===== config.mk =====
export PLATFORM = sky130hd
export DESIGN_NAME = base64_stream_decoder_top_flat
export DESIGN_NICKNAME = d
export VERILOG_FILES = /design/src/hdl/b64sd_pkg.sv /design/src/hdl/b64sd_in_if.sv /design/src/hdl/b64sd_out_if.sv /design/src/hdl/b64sd_cfg_if.sv /design/src/hdl/base64_stream_decoder_top.sv /design/src/flat_wrapper.sv
export VERILOG_INCLUDE_DIRS = /design/src /design/src/hdl
export SDC_FILE = /design/constraint.sdc
export NUM_CORES = 1
export LEC_CHECK = 0
export BUFFER_PORTS_ARGS = -buffer_cell sky130_fd_sc_hd__buf_2
export CORE_ASPECT_RATIO = 0.75
export CORE_MARGIN = 3
export CORE_UTILIZATION = 62
export CTS_CLUSTER_SIZE = 8
export DETAILED_ROUTE_END_ITERATION = 8
export PLACE_DENSITY = 0.86
export SLEW_MARGIN = 15
export SYNTH_ARGS = -nofsm -noshare
export SYNTH_HDL_FRONTEND = slang
export SYNTH_SLANG_ARGS = --single-unit
export TNS_END_PERCENT = 10

===== constraint.sdc =====
create_clock -name clk -period 6.5 [get_ports clk]
set_input_delay 0.65 -clock clk [delete_from_list [all_inputs] [get_ports clk]]
set_output_delay 0.65 -clock clk [all_outputs]
set_load 0.02 [all_outputs]

===== src/hdl/base64_stream_decoder_top_assert.svh =====
// ----------------------------------------------------------------------------
// base64_stream_decoder_top_assert
// Assertion macros for the base64 stream decoder. Expect clk and rst_n in scope.
// ----------------------------------------------------------------------------
`ifndef BASE64_STREAM_DECODER_TOP_ASSERT_SVH
`define BASE64_STREAM_DECODER_TOP_ASSERT_SVH

// same-cycle implication
`define B64SD_ASSERT_IMPLY(lbl, ante, cons, msg) \
  lbl: assert property (@(posedge clk) disable iff (!rst_n) (ante) |-> (cons)) \
    else $error(msg);

// next-cycle implication
`define B64SD_ASSERT_NEXT(lbl, ante, cons, msg) \
  lbl: assert property (@(posedge clk) disable iff (!rst_n) (ante) |=> (cons)) \
    else $error(msg);

`endif


===== src/hdl/b64sd_pkg.sv =====
// ----------------------------------------------------------------------------
// b64sd_pkg
// Types, constants and helpers shared by the base64 stream decoder.
// ----------------------------------------------------------------------------
package b64sd_pkg;

  localparam int COUNT_BITS   = 16;
  localparam int SYM_W        = 8;
  localparam int KIND_W       = 2;
  localparam int OUT_CNT_W    = 16;
  localparam int LIMIT_W      = 16;
  localparam int CFG_IDX_W    = 2;
  localparam int CFG_DATA_W   = 16;
  localparam int MAX_RESULTS  = 3;
  localparam int QUEUE_DEPTH  = 8;
  localparam int QPTR_W       = $clog2(QUEUE_DEPTH);

  localparam logic [CFG_IDX_W-1:0] REG_LIMIT_ENABLE = 2'd0;
  localparam logic [CFG_IDX_W-1:0] REG_OUTPUT_LIMIT = 2'd1;

  localparam logic [KIND_W-1:0] KIND_DATA = 2'd0;
  localparam logic [KIND_W-1:0] KIND_DONE = 2'd1;
  localparam logic [KIND_W-1:0] KIND_FAIL = 2'd2;

  localparam logic [SYM_W-1:0] PAD_CHAR  = 8'h3D;
  localparam logic [6:0]       NO_SEXTET = 7'd64;

  typedef struct packed {
    logic [7:0]           out_byte;
    logic [KIND_W-1:0]    kind;
    logic [OUT_CNT_W-1:0] byte_count;
    logic                 last;
  } result_t;

  function automatic logic [6:0] sextet_of(input logic [SYM_W-1:0] c);
    logic [6:0] s;
    s = NO_SEXTET;
    if (c >= 8'h41 && c <= 8'h5A) s = 7'(c - 8'h41);
    else if (c >= 8'h61 && c <= 8'h7A) s = 7'(c - 8'h61 + 8'd26);
    else if (c >= 8'h30 && c <= 8'h39) s = 7'(c - 8'h30 + 8'd52);
    else if (c == 8'h2B) s = 7'd62;
    else if (c == 8'h2F) s = 7'd63;
    return s;
  endfunction

  function automatic logic [OUT_CNT_W-1:0] sat_count(input logic [COUNT_BITS-1:0] c);
    logic [32:0] w;
    w = 33'(c);
    return (w > 33'(16'hFFFF)) ? 16'hFFFF : w[OUT_CNT_W-1:0];
  endfunction

endpackage


===== src/hdl/b64sd_in_if.sv =====
// ----------------------------------------------------------------------------
// b64sd_in_if
// Character channel into the base64 stream decoder.
// ----------------------------------------------------------------------------
interface b64sd_in_if;
  import b64sd_pkg::*;

  logic             valid;
  logic             ready;
  logic [SYM_W-1:0] symbol;
  logic             end_of_text;

  modport source(output valid, symbol, end_of_text, input ready);
  modport sink(input valid, symbol, end_of_text, output ready);
endinterface


===== src/hdl/b64sd_out_if.sv =====
// ----------------------------------------------------------------------------
// b64sd_out_if
// Result channel out of the base64 stream decoder.
// ----------------------------------------------------------------------------
interface b64sd_out_if;
  import b64sd_pkg::*;

  logic                 valid;
  logic                 ready;
  logic [7:0]           out_byte;
  logic [KIND_W-1:0]    kind;
  logic [OUT_CNT_W-1:0] byte_count;
  logic                 last;

  modport source(output valid, out_byte, kind, byte_count, last, input ready);
  modport sink(input valid, out_byte, kind, byte_count, last, output ready);
endinterface


===== src/hdl/b64sd_cfg_if.sv =====
// ----------------------------------------------------------------------------
// b64sd_cfg_if
// Register write channel of the base64 stream decoder.
// ----------------------------------------------------------------------------
interface b64sd_cfg_if;
  import b64sd_pkg::*;

  logic                  valid;
  logic                  ready;
  logic [CFG_IDX_W-1:0]  index;
  logic [CFG_DATA_W-1:0] data;

  modport source(output valid, index, data, input ready);
  modport sink(input valid, index, data, output ready);
endinterface


===== src/hdl/base64_stream_decoder_top.sv =====
// ----------------------------------------------------------------------------
// base64_stream_decoder_top
// Base64 decoder: one character a transfer in, one byte or status a transfer out.
// ----------------------------------------------------------------------------
// in_ch carries one character per transfer, or an end marker that closes the
// string. Every fourth character completes a group and yields up to three data
// results; the end marker yields one status result (done or failed, byte count,
// last set) and returns the decoder to its start state.
// cfg_ch writes limit_enable (index 0) and output_limit (index 1); it is always
// ready. Write it only while the decoder is idle.
// Results are queued by the transfer that causes them and offered on out_ch
// in order. Throughput: one character per cycle while in_ch.ready is high, set
// by the single decode stage; results drain one per cycle from an eight-entry
// result queue while out_ch.ready is high. in_ch.ready is low while fewer than
// three queue entries are free, so the results of a group always fit.
// Reset clears the decode state and the queue, sets limit_enable to 0 and
// output_limit to 65535.
`include "base64_stream_decoder_top_assert.svh"

module base64_stream_decoder_top (
  input  logic          clk,
  input  logic          rst_n,
  b64sd_in_if.sink      in_ch,
  b64sd_out_if.source   out_ch,
  b64sd_cfg_if.sink     cfg_ch
);
  import b64sd_pkg::*;

  logic                  limit_en_r;
  logic [LIMIT_W-1:0]    out_limit_r;

  logic [1:0]            pos_r, pos_nxt;
  logic [23:0]           gv_r, gv_nxt;
  logic [2:0]            pad_r, pad_nxt;
  logic [COUNT_BITS-1:0] bw_r, bw_nxt;
  logic                  stop_r, stop_nxt;
  logic                  err_r, err_nxt;

  result_t               q_r [QUEUE_DEPTH];
  logic [QPTR_W-1:0]     wr_ptr_r, rd_ptr_r;
  logic [QPTR_W:0]       cnt_r, cnt_nxt;

  logic                  in_fire, out_fire, cfg_fire;
  logic [1:0]            push_n;
  result_t               push_res [MAX_RESULTS];

  logic [6:0]            sx;
  logic                  is_pad;
  logic [23:0]           gv_acc;
  logic [2:0]            pad_acc;
  logic [32:0]           bw_ext, lim_ext, diff;
  logic [1:0]            room, due, emit;
  logic [COUNT_BITS:0]   bw_sum;

  assign in_fire  = in_ch.valid & in_ch.ready;
  assign out_fire = out_ch.valid & out_ch.ready;
  assign cfg_fire = cfg_ch.valid & cfg_ch.ready;

  assign in_ch.ready  = (cnt_r <= (QPTR_W+1)'(QUEUE_DEPTH - MAX_RESULTS));
  assign cfg_ch.ready = 1'b1;

  assign out_ch.valid      = (cnt_r != '0);
  assign out_ch.out_byte   = q_r[rd_ptr_r].out_byte;
  assign out_ch.kind       = q_r[rd_ptr_r].kind;
  assign out_ch.byte_count = q_r[rd_ptr_r].byte_count;
  assign out_ch.last       = q_r[rd_ptr_r].last;

  assign sx      = sextet_of(in_ch.symbol);
  assign is_pad  = (in_ch.symbol == PAD_CHAR);
  assign bw_ext  = 33'(bw_r);
  assign lim_ext = 33'(out_limit_r);
  assign diff    = lim_ext - bw_ext;

  always_comb begin
    if (!limit_en_r) begin
      room = 2'd3;
    end else if (bw_ext >= lim_ext) begin
      room = 2'd0;
    end else if (diff >= 33'd3) begin
      room = 2'd3;
    end else begin
      room = diff[1:0];
    end
  end

  always_comb begin
    pos_nxt  = pos_r;
    gv_nxt   = gv_r;
    pad_nxt  = pad_r;
    bw_nxt   = bw_r;
    stop_nxt = stop_r;
    err_nxt  = err_r;
    push_n   = 2'd0;
    gv_acc   = gv_r;
    pad_acc  = pad_r;
    due      = 2'd0;
    emit     = 2'd0;
    bw_sum   = '0;
    for (int k = 0; k < MAX_RESULTS; k++) begin
      push_res[k] = '{out_byte: 8'd0, kind: KIND_DATA, byte_count: '0, last: 1'b0};
    end
    if (in_fire) begin
      if (in_ch.end_of_text) begin
        push_n = 2'd1;
        push_res[0].kind = (err_r || (!stop_r && pos_r != 2'd0)) ? KIND_FAIL : KIND_DONE;
        push_res[0].byte_count = sat_count(bw_r);
        push_res[0].last = 1'b1;
        pos_nxt  = '0;
        gv_nxt   = '0;
        pad_nxt  = '0;
        bw_nxt   = '0;
        stop_nxt = 1'b0;
        err_nxt  = 1'b0;
      end else if (!err_r && !stop_r) begin
        if (pos_r == 2'd0 && !is_pad && sx == NO_SEXTET) begin
          stop_nxt = 1'b1;
        end else if (!is_pad && (pad_r != 3'd0 || sx == NO_SEXTET)) begin
          err_nxt = 1'b1;
        end else begin
          if (is_pad) begin
            pad_acc = (pad_r == 3'd7) ? pad_r : pad_r + 3'd1;
            gv_acc  = {gv_r[17:0], 6'd0};
          end else begin
            gv_acc  = {gv_r[17:0], sx[5:0]};
          end
          gv_nxt  = gv_acc;
          pad_nxt = pad_acc;
          if (pos_r != 2'd3) begin
            pos_nxt = pos_r + 2'd1;
          end else begin
            pos_nxt = '0;
            gv_nxt  = '0;
            pad_nxt = '0;
            if (pad_acc > 3'd2) begin
              err_nxt = 1'b1;
            end else begin
              due  = 2'(3'd3 - pad_acc);
              emit = (room < due) ? room : due;
              if (room < due) err_nxt = 1'b1;
              push_n = emit;
              bw_sum = {1'b0, bw_r} + (COUNT_BITS+1)'(emit);
              bw_nxt = bw_sum[COUNT_BITS] ? '1 : bw_sum[COUNT_BITS-1:0];
              push_res[0].out_byte = gv_acc[23:16];
              push_res[1].out_byte = gv_acc[15:8];
              push_res[2].out_byte = gv_acc[7:0];
            end
          end
        end
      end
    end
  end

  assign cnt_nxt = cnt_r + (QPTR_W+1)'(push_n) - (QPTR_W+1)'(out_fire);

  always_ff @(posedge clk) begin
    if (!rst_n) begin
      limit_en_r  <= 1'b0;
      out_limit_r <= 16'hFFFF;
      pos_r       <= '0;
      gv_r        <= '0;
      pad_r       <= '0;
      bw_r        <= '0;
      stop_r      <= 1'b0;
      err_r       <= 1'b0;
      wr_ptr_r    <= '0;
      rd_ptr_r    <= '0;
      cnt_r       <= '0;
    end else begin
      if (cfg_fire) begin
        case (cfg_ch.index)
          REG_LIMIT_ENABLE: limit_en_r  <= cfg_ch.data[0];
          REG_OUTPUT_LIMIT: out_limit_r <= cfg_ch.data[LIMIT_W-1:0];
          default: ;
        endcase
      end
      pos_r    <= pos_nxt;
      gv_r     <= gv_nxt;
      pad_r    <= pad_nxt;
      bw_r     <= bw_nxt;
      stop_r   <= stop_nxt;
      err_r    <= err_nxt;
      wr_ptr_r <= wr_ptr_r + QPTR_W'(push_n);
      if (out_fire) rd_ptr_r <= rd_ptr_r + QPTR_W'(1);
      cnt_r    <= cnt_nxt;
    end
  end

  always_ff @(posedge clk) begin
    for (int k = 0; k < MAX_RESULTS; k++) begin
      if (2'(k) < push_n) q_r[QPTR_W'(wr_ptr_r + QPTR_W'(k))] <= push_res[k];
    end
  end

  `B64SD_ASSERT_IMPLY(a_queue_bound, 1'b1, cnt_r <= (QPTR_W+1)'(QUEUE_DEPTH),
    "result queue overfilled")
  `B64SD_ASSERT_NEXT(a_status_push, in_fire && in_ch.end_of_text && !out_fire,
    cnt_r == $past(cnt_r) + 1'b1, "end marker did not queue one status")
  `B64SD_ASSERT_NEXT(a_string_clear, in_fire && in_ch.end_of_text,
    pos_r == '0 && bw_r == '0 && !err_r && !stop_r, "state not cleared after end")
  `B64SD_ASSERT_IMPLY(a_no_data_after_err, in_fire && !in_ch.end_of_text && (err_r || stop_r),
    push_n == 2'd0, "data queued after error or stop")

endmodule


===== src/flat_wrapper.sv =====
// flat-port wrapper written by rule: the top's interface ports become plain ports
module base64_stream_decoder_top_flat import b64sd_pkg::*;
  (clk, rst_n, in_ch_valid, in_ch_symbol, in_ch_end_of_text, in_ch_ready, out_ch_valid, out_ch_out_byte, out_ch_kind, out_ch_byte_count, out_ch_last, out_ch_ready, cfg_ch_valid, cfg_ch_index, cfg_ch_data, cfg_ch_ready);
  b64sd_in_if in_ch_i ();
  b64sd_out_if out_ch_i ();
  b64sd_cfg_if cfg_ch_i ();
  input  logic clk;
  input  logic rst_n;
  input wire logic [$bits(in_ch_i.valid)-1:0] in_ch_valid;
  input wire logic [$bits(in_ch_i.symbol)-1:0] in_ch_symbol;
  input wire logic [$bits(in_ch_i.end_of_text)-1:0] in_ch_end_of_text;
  output wire logic [$bits(in_ch_i.ready)-1:0] in_ch_ready;
  output wire logic [$bits(out_ch_i.valid)-1:0] out_ch_valid;
  output wire logic [$bits(out_ch_i.out_byte)-1:0] out_ch_out_byte;
  output wire logic [$bits(out_ch_i.kind)-1:0] out_ch_kind;
  output wire logic [$bits(out_ch_i.byte_count)-1:0] out_ch_byte_count;
  output wire logic [$bits(out_ch_i.last)-1:0] out_ch_last;
  input wire logic [$bits(out_ch_i.ready)-1:0] out_ch_ready;
  input wire logic [$bits(cfg_ch_i.valid)-1:0] cfg_ch_valid;
  input wire logic [$bits(cfg_ch_i.index)-1:0] cfg_ch_index;
  input wire logic [$bits(cfg_ch_i.data)-1:0] cfg_ch_data;
  output wire logic [$bits(cfg_ch_i.ready)-1:0] cfg_ch_ready;
  assign in_ch_i.valid = in_ch_valid;
  assign in_ch_i.symbol = in_ch_symbol;
  assign in_ch_i.end_of_text = in_ch_end_of_text;
  assign in_ch_ready = in_ch_i.ready;
  assign out_ch_valid = out_ch_i.valid;
  assign out_ch_out_byte = out_ch_i.out_byte;
  assign out_ch_kind = out_ch_i.kind;
  assign out_ch_byte_count = out_ch_i.byte_count;
  assign out_ch_last = out_ch_i.last;
  assign out_ch_i.ready = out_ch_ready;
  assign cfg_ch_i.valid = cfg_ch_valid;
  assign cfg_ch_i.index = cfg_ch_index;
  assign cfg_ch_i.data = cfg_ch_data;
  assign cfg_ch_ready = cfg_ch_i.ready;
  base64_stream_decoder_top u_core (.clk(clk), .rst_n(rst_n), .in_ch(in_ch_i), .out_ch(out_ch_i), .cfg_ch(cfg_ch_i));
endmodule

==> qor.txt, run 1 <==
mapped cell area -> 15000 sq um
num ports -> 62
number of max-slew violations in the final report -> 0
Tightest Pin Transition -> 1140 ps
Die Ht -> 141 microns
kind of start point of the critical path -> register
Slew HR -> 24.0%
instance count of the mapped netlist -> 1453
clock input transition at the sequential cells of the worst setup and hold paths -> 60 ps
critical path's top delay family -> simple AND/OR/NAND/NOR gates
Synth top area share -> 29.8%
complex-gate fraction of the synthesized area -> 22.4%
remaining routing DRC violations -> 0
pin count of the biggest net entering global routing -> 93
remaining antenna violation count after routing -> 0
period utilisation layout -> 95.9%
top_reg_cell synth -> dfxtp_1
clock latency reported for the late side of the worst-skew pair -> 530 ps
leakage power total -> 5.73 nW
endpoint kind of the worst setup timing path -> register
fraction of synthesized cell area in xor and xnor cells -> 1.05%
drt first pass iters -> 6
worst setup path class -> register to register
Vias per Instance -> 7.18
final count of hold timing violations -> 0
grt ovf -> 0
Max-Cap Viols -> 0
top post-synthesis cells by area -> dfxtp_1 (30%), edfxtp_1 (13%), mux4_2 (8.1%)
GRT Resource Usage Total -> 31.9%
floorplan die width -> 186 microns
TritonCTS buffer count -> 41
master cell of the clock root buffer -> clkbuf_16
drt initial violations -> 1611
library cell occupying the most area in the post-synthesis netlist -> dfxtp_1
worst flop-to-flop path startpoint -> u_core.bw_r[0]
asr flop ratio synth -> 0%
worst flop-to-flop path endpoint -> u_core.bw_r[7]
Starting Density -> 64.2%
cell row count -> 48
post-route clock skew -> 20.3 ps
buffers added on ports -> 60
largest family of logic cells by synthesized area -> compound AO/OA/AOI/OAI gates
WP buf/inv -> 1
launching element of the worst setup path -> u_core.bw_r[0]
sequential share of the synthesized area -> 42.6%
CP peak stage delay -> 470 ps
share of cell area taken by muxes after synthesis -> 10.3%
Layout Cells excl Fill -> 1779
clock tree from TritonCTS -> done
synthesized-area fraction occupied by adder cells -> 4.04%
register bit count reported by yosys -> 287
area growth from synthesis to layout -> 10.2%
outcome -> completed
length in cells of the worst reg-to-reg path -> 27
Hold Path Cell Cnt -> 3
total number of nets in the final design -> 1543
share of post-route cells with drive strength above 1 -> 18.3%
Synth cell types -> 85
EDFF count, synth -> 64
power per cell area -> 289 nW/um^2
via count of the first global-routing pass -> 12258
arrival time at the worst endpoint -> 6650 ps
number of H-tree levels -> 2
Total Routed Length -> 42.0 mm
achievable frequency -> 161 MHz
HPWL after detailed placement -> 26.7 mm
Final Setup Violations -> 0
first-pass GRT wire length -> 66.7 mm
crit-path max FO -> 13
power after layout -> 0.00477 W
Stages on worst setup path -> 27
slowest library cell on the worst path -> and4b_4
Required @ worst endpoint -> 6920 ps
critical path endpoint -> u_core.bw_r[7]
clock sink count -> 287
final-layout setup total negative slack -> 0 ps
drt wl/cell -> 23.6 microns
number of nets produced by synthesis -> 1531
class of the most critical hold timing path -> input port to register
Die ar. -> 26100 sq um
final hold slack -> 331 ps
number of antenna violations at the first check in global routing -> 0
synthesized-area fraction occupied by and/or/nand/nor cells -> 14.4%
area of the placeable core -> 23400 sq um
placer's final routability congestion estimate -> 0.991
R2R Setup Slk -> 270 ps
number of vias after detailed routing -> 12765
total placed cells including tap cells -> 1718
Mapped Avg Cell Area -> 10.3 sq um
diode insertion count for antenna repair -> 0
clock period minus worst slack -> 6230 ps
number of warnings printed during yosys synthesis -> 0
Max IR drop VDD -> 0.247 mV
worst-case clock buffer depth -> 3
-- worst register-to-register path: cells and delay by family, from the launching register on --
family	cells	cell delay (ps)
and+or+nand+nor	15	2610
adders and majority gates	5	1500
AOI/OAI and AO/OA	6	1480
DFF	1	340
buffers and inverters	1	180
-- power by group --
group	switching, W	leakage [nW]	internal (W)
registers	0.0000758	2.43	0.00190
clock network	0.000785	0.549	0.00115
logic	0.000498	2.75	0.000366
-- synthesized netlist by cell type (all sizes together) (4+ instances only) --
| library cell | instances |
|---|---|
| a21o | 10 |
| inv | 62 |
| o21ai | 28 |
| nor2b | 20 |
| a221oi | 5 |
| xor2 | 7 |
| a211oi | 8 |
| fa | 4 |
| a21oi | 59 |
| edfxtp | 64 |
| o221a | 7 |
| and2 | 19 |
| nor4 | 5 |
| dfxtp | 223 |
| a2111oi | 5 |
| o31ai | 4 |
| o211ai | 15 |
| nand2b | 9 |
| nor3 | 19 |
| a22oi | 5 |
| nand4 | 66 |
| ha | 42 |
| xnor2 | 11 |
| mux4 | 54 |
| a31oi | 15 |
| or3 | 6 |
| o2bb2ai | 136 |
| nand3 | 73 |
| nand2 | 133 |
| a311oi | 4 |
| clkbuf | 78 |
| nor2 | 43 |
| o21bai | 4 |
| and3 | 12 |
| buf | 39 |
| o41ai | 4 |
| o221ai | 50 |
| a22o | 17 |
| a21boi | 19 |
| mux2 | 27 |
-- final cells by class --
| class | instances | area [sq um] |
|---|---|---|
| sequential | 287 | 6390 |
| clock buffer | 54 | 1070 |
| inverter | 62 | 233 |
| clock inverter | 3 | 66.3 |
| timing repair buffer | 86 | 499 |
| fill | 1612 | 6840 |
| tap | 300 | 375 |
| multi-input combinational | 987 | 7890 |
-- worst min path at each step --
stage / start / endpoint
CTS: cfg_ch_data[7] / u_core.out_limit_r[7]
detailed placement: u_core.q_r[6][16] / u_core.q_r[6][16]
finish: cfg_ch_data[11] / u_core.out_limit_r[11]
global placement: u_core.q_r[3][4] / u_core.q_r[3][4]
floorplan: u_core.q_r[1][18] / u_core.q_r[1][18]
global route: cfg_ch_data[11] / u_core.out_limit_r[11]
-- per-stage QoR --
stage	setup slack (ps)	util (%)	instance area, sq um
finish	270	70.7	16500
global route	-10.8	70.7	16500
CTS	211	70.5	16500
detailed placement	326	65.6	15300
global placement	482	65.6	15300
floorplan	648	-	15000
-- kinds of logic (layout without fill, tap and decap cells) --
family / count (synthesis) / count (layout)
and+or+nand+nor: 424 / 424
muxes: 84 / 84
adders and majority gates: 46 / 46
xor gates and xnor gates: 18 / 18
other: 1 / 1
DFF: 287 / 287
buffers and inverters: 179 / 205
AOI/OAI and AO/OA: 414 / 414
-- layer usage --
metal  part of all wire, %  GRT usage [%]  vias to the layer above
met1                    41           44.8                     6115
met2                    45           49.5                      859
met3                    11           5.98                      155
li1                      -              -                     5636
met5                     0              0                        -
met4                   3.5           11.8                        0
-- registers in the layout, summed over array words and instances, names as in the netlist, named ones only --
| signal | cells |
|---|---|
| u_core.stop_r | 1 |
| u_core.q_r | 216 |
| u_core.pos_r | 2 |
| u_core.gv_r | 18 |
| u_core.rd_ptr_r | 3 |
| u_core.err_r | 1 |
| u_core.cnt_r | 4 |
| u_core.bw_r | 16 |
| u_core.limit_en_r | 1 |
| u_core.pad_r | 3 |
| u_core.out_limit_r | 16 |
| u_core.wr_ptr_r | 3 |
-- what timing repair did --
| item | CTS | global route |
|---|---|---|
| hold buffers | 0 | 0 |
| buffers inserted | 0 | 3 |
| resized for setup | 0 | 2 |
| setup endpoints to repair | 0 | 13 |
-- cells in the final DEF, fill, tap and decap left out, types with 52 or more instances in the layout --
cell type  instances
dfxtp_1          221
nand2_1          133
o2bb2ai_1        127
nand3_1           72
nand4_1           66
edfxtp_1          64
buf_2             60
mux4_2            54
a21oi_1           52
Note: power is estimated with default switching activity, not from simulation.
==> run 2: changes to the inputs <==
Settings changed: ABC_AREA set to 1, CORE_UTILIZATION 62 to 63, PLACE_DENSITY 0.86 to 0.87.
Clock period 6.5 ns to 6.2 ns, I/O delays scaled along.
==> qor.txt, run 2 <==
launching element of the worst setup path -> u_core.out_limit_r[0]
Placed Area -> 16900 sq um
most flop-heavy register -> u_core.q_r
achievable frequency -> 183 MHz
instance count of the mapped netlist -> 2446
worst flop-to-flop path startpoint -> u_core.out_limit_r[0]
endpoint kind of the worst setup timing path -> register
Synth cell types -> 48
clock period minus worst slack -> 5470 ps
Max-Cap Viols -> 0
clock latency reported for the late side of the worst-skew pair -> 550 ps
outcome -> completed
leading cell types in the layout, fill and taps excluded -> nand2_1 (564), nor2_1 (486), dfxtp_1 (221), a21oi_1 (211), o21ai_0 (178)
class of the most critical hold timing path -> input port to register
HPWL after detailed placement -> 32.3 mm
number of warnings printed during yosys synthesis -> 0
via count of the first global-routing pass -> 16275
arrival time at the worst endpoint -> 5930 ps
top_reg_cell synth -> dfxtp_1
register bit count reported by yosys -> 287
leading registers by flop count -> u_core.q_r: 216 flops, u_core.gv_r: 18 flops
crit-path max FO -> 7
Required @ worst endpoint -> 6660 ps
drt wl/cell -> 18.1 microns
clock input transition at the sequential cells of the worst setup and hold paths -> 50 ps
share of post-route cells with drive strength above 1 -> 8.96%
diode insertion count for antenna repair -> 0
placer's final routability congestion estimate -> 0.946
kind of start point of the critical path -> register
remaining antenna violation count after routing -> 0
area growth from synthesis to layout -> 8.65%
most frequent standard cell in the layout excluding fill and tap cells -> nand2_1
Tightest Pin Transition -> 1080 ps
grt ovf -> 0
clock tree from TritonCTS -> done
drt initial violations -> 2250
CP peak stage delay -> 420 ps
Mapped Avg Cell Area -> 6.78 sq um
Starting Density -> 65.3%
top post-synthesis cells by area -> dfxtp_1 (27%), nand2_1 (13%), edfxtp_1 (12%)
number of antenna violations at the first check in global routing -> 0
worst setup path class -> register to register
length in cells of the worst reg-to-reg path -> 36
library cell occupying the most area in the post-synthesis netlist -> dfxtp_1
Total Routed Length -> 50.7 mm
post-route clock skew -> 17.3 ps
period utilisation layout -> 88.3%
Max IR drop VDD -> 0.254 mV
num ports -> 62
mapped cell area -> 16600 sq um
post-route worst setup slack -> 728 ps
critical path endpoint -> u_core.bw_r[4]
number of nets produced by synthesis -> 2524
EDFF count, synth -> 64
sequential share of the synthesized area -> 38.5%
floorplan die width -> 193 microns
buffers added on ports -> 60
most frequently used cell type in the post-synthesis netlist -> nand2_1
Layout Cell Area excl Fill -> 18000 sq um
unrepaired setup endpoints after global routing -> false
first-pass GRT wire length -> 81.2 mm
Setup WS pre-CTS -> 687 ps
clock sink count -> 287
top cells by count, synth -> nand2_1 (564), nor2_1 (487), dfxtp_1 (223)
Vias per Instance -> 6.14
most frequent cell on the critical path -> nand2_1
cell row count -> 50
number of max-slew violations in the final report -> 0
drt first pass iters -> 6
final-layout setup total negative slack -> 0 ps
total number of nets in the final design -> 2520
remaining routing DRC violations -> 0
Die Ht -> 147 microns
Synth top area share -> 26.9%
leakage power total -> 7.71 nW
power per cell area -> 378 nW/um^2
worst flop-to-flop path endpoint -> u_core.bw_r[4]
final count of hold timing violations -> 0
asr flop ratio synth -> 0%
master cell of the clock root buffer -> clkbuf_16
Die ar. -> 28300 sq um
worst-case clock buffer depth -> 3
slowest library cell on the worst path -> fa_1
number of vias after detailed routing -> 17142
pin count of the biggest net entering global routing -> 106
R2R Setup Slk -> 730 ps
area of the placeable core -> 25400 sq um
GRT Resource Usage Total -> 34.4%
number of H-tree levels -> 2
Slew HR -> 28.3%
Final Setup Violations -> 0
TritonCTS buffer count -> 41
flip-flop count of the largest register, all copies and words added -> 216
==> run 2: power breakdown <==
part	switching [W]	internal [W]
Sequential	0.000182	0.00220
Combinational	0.00163	0.000750
Clock	0.000825	0.00122
Total	0.00263	0.00417
==> run 2: critical path: cells and delay by family (launching register included) <==
| kind | cells | cell delay [ps] |
|---|---|---|
| buffers and inverters | 6 | 650 |
| adders and majority gates | 5 | 1300 |
| and+or+nand+nor | 21 | 2400 |
| DFF | 1 | 320 |
| AOI/OAI and AO/OA | 4 | 730 |
==> run 2: cell families after synthesis <==
logic type | share of synthesized area [%]
flip-flops | 38.5
XOR/XNOR | 1.00
other | 0.0226
buffers and inverters | 7.86
AO/OA/AOI/OAI | 16.6
AND/OR/NAND/NOR | 32.4
adder cells (fa/ha/maj) | 3.65
==> run 2: layout make-up <==
cell class	count	area (sq um)
Multi-Input combinational cell	1853	8950
Fill cell	2031	7380
Sequential cell	287	6390
Clock buffer	53	1090
Inverter	179	676
Timing Repair Buffer	80	450
Tap cell	338	423
Clock inverter	2	36.3
==> run 2: routing by layer <==
metal	share of wire, %	track usage, %
met1	40	46.3
met2	44	54.0
met3	12	6.02
met4	4.4	16.4
met5	0	0
==> run 2: worst min-delay path by stage <==
stage	slack, ps	to	cells after the start	startpoint
after floorplan	410	register	1	u_core.rd_ptr_r[2]
after detailed placement	440	u_core.rd_ptr_r[2]	1	u_core.rd_ptr_r[2]
final	290	u_core.out_limit_r[8]	3	cfg_ch_data[8]
after global routing	300	u_core.out_limit_r[9]	3	cfg_ch_data[9]
after global placement	430	u_core.rd_ptr_r[2]	1	u_core.rd_ptr_r[2]
after CTS	280	u_core.out_limit_r[8]	3	cfg_ch_data[8]
==> run 2: through the flow <==
stage / power, W / util (%) / cells / hold slack, ps
after floorplan: 0.00407 / - / 2446 / 412
after global placement: 0.00463 / 66.4 / 2737 / 434
after detailed placement: 0.00471 / 66.4 / 2737 / 444
after CTS: 0.00675 / 70.9 / 2792 / 283
after global routing: 0.00717 / 70.9 / 2792 / 300
final: 0.00680 / 70.9 / 2792 / 287
==> run 2: timing repair <==
| item | CTS | global route |
|---|---|---|
| resized for setup | 0 | 2 |
| setup endpoints to repair | 0 | 7 |
| setup buffers | 0 | 0 |
| hold buffers | 0 | 0 |
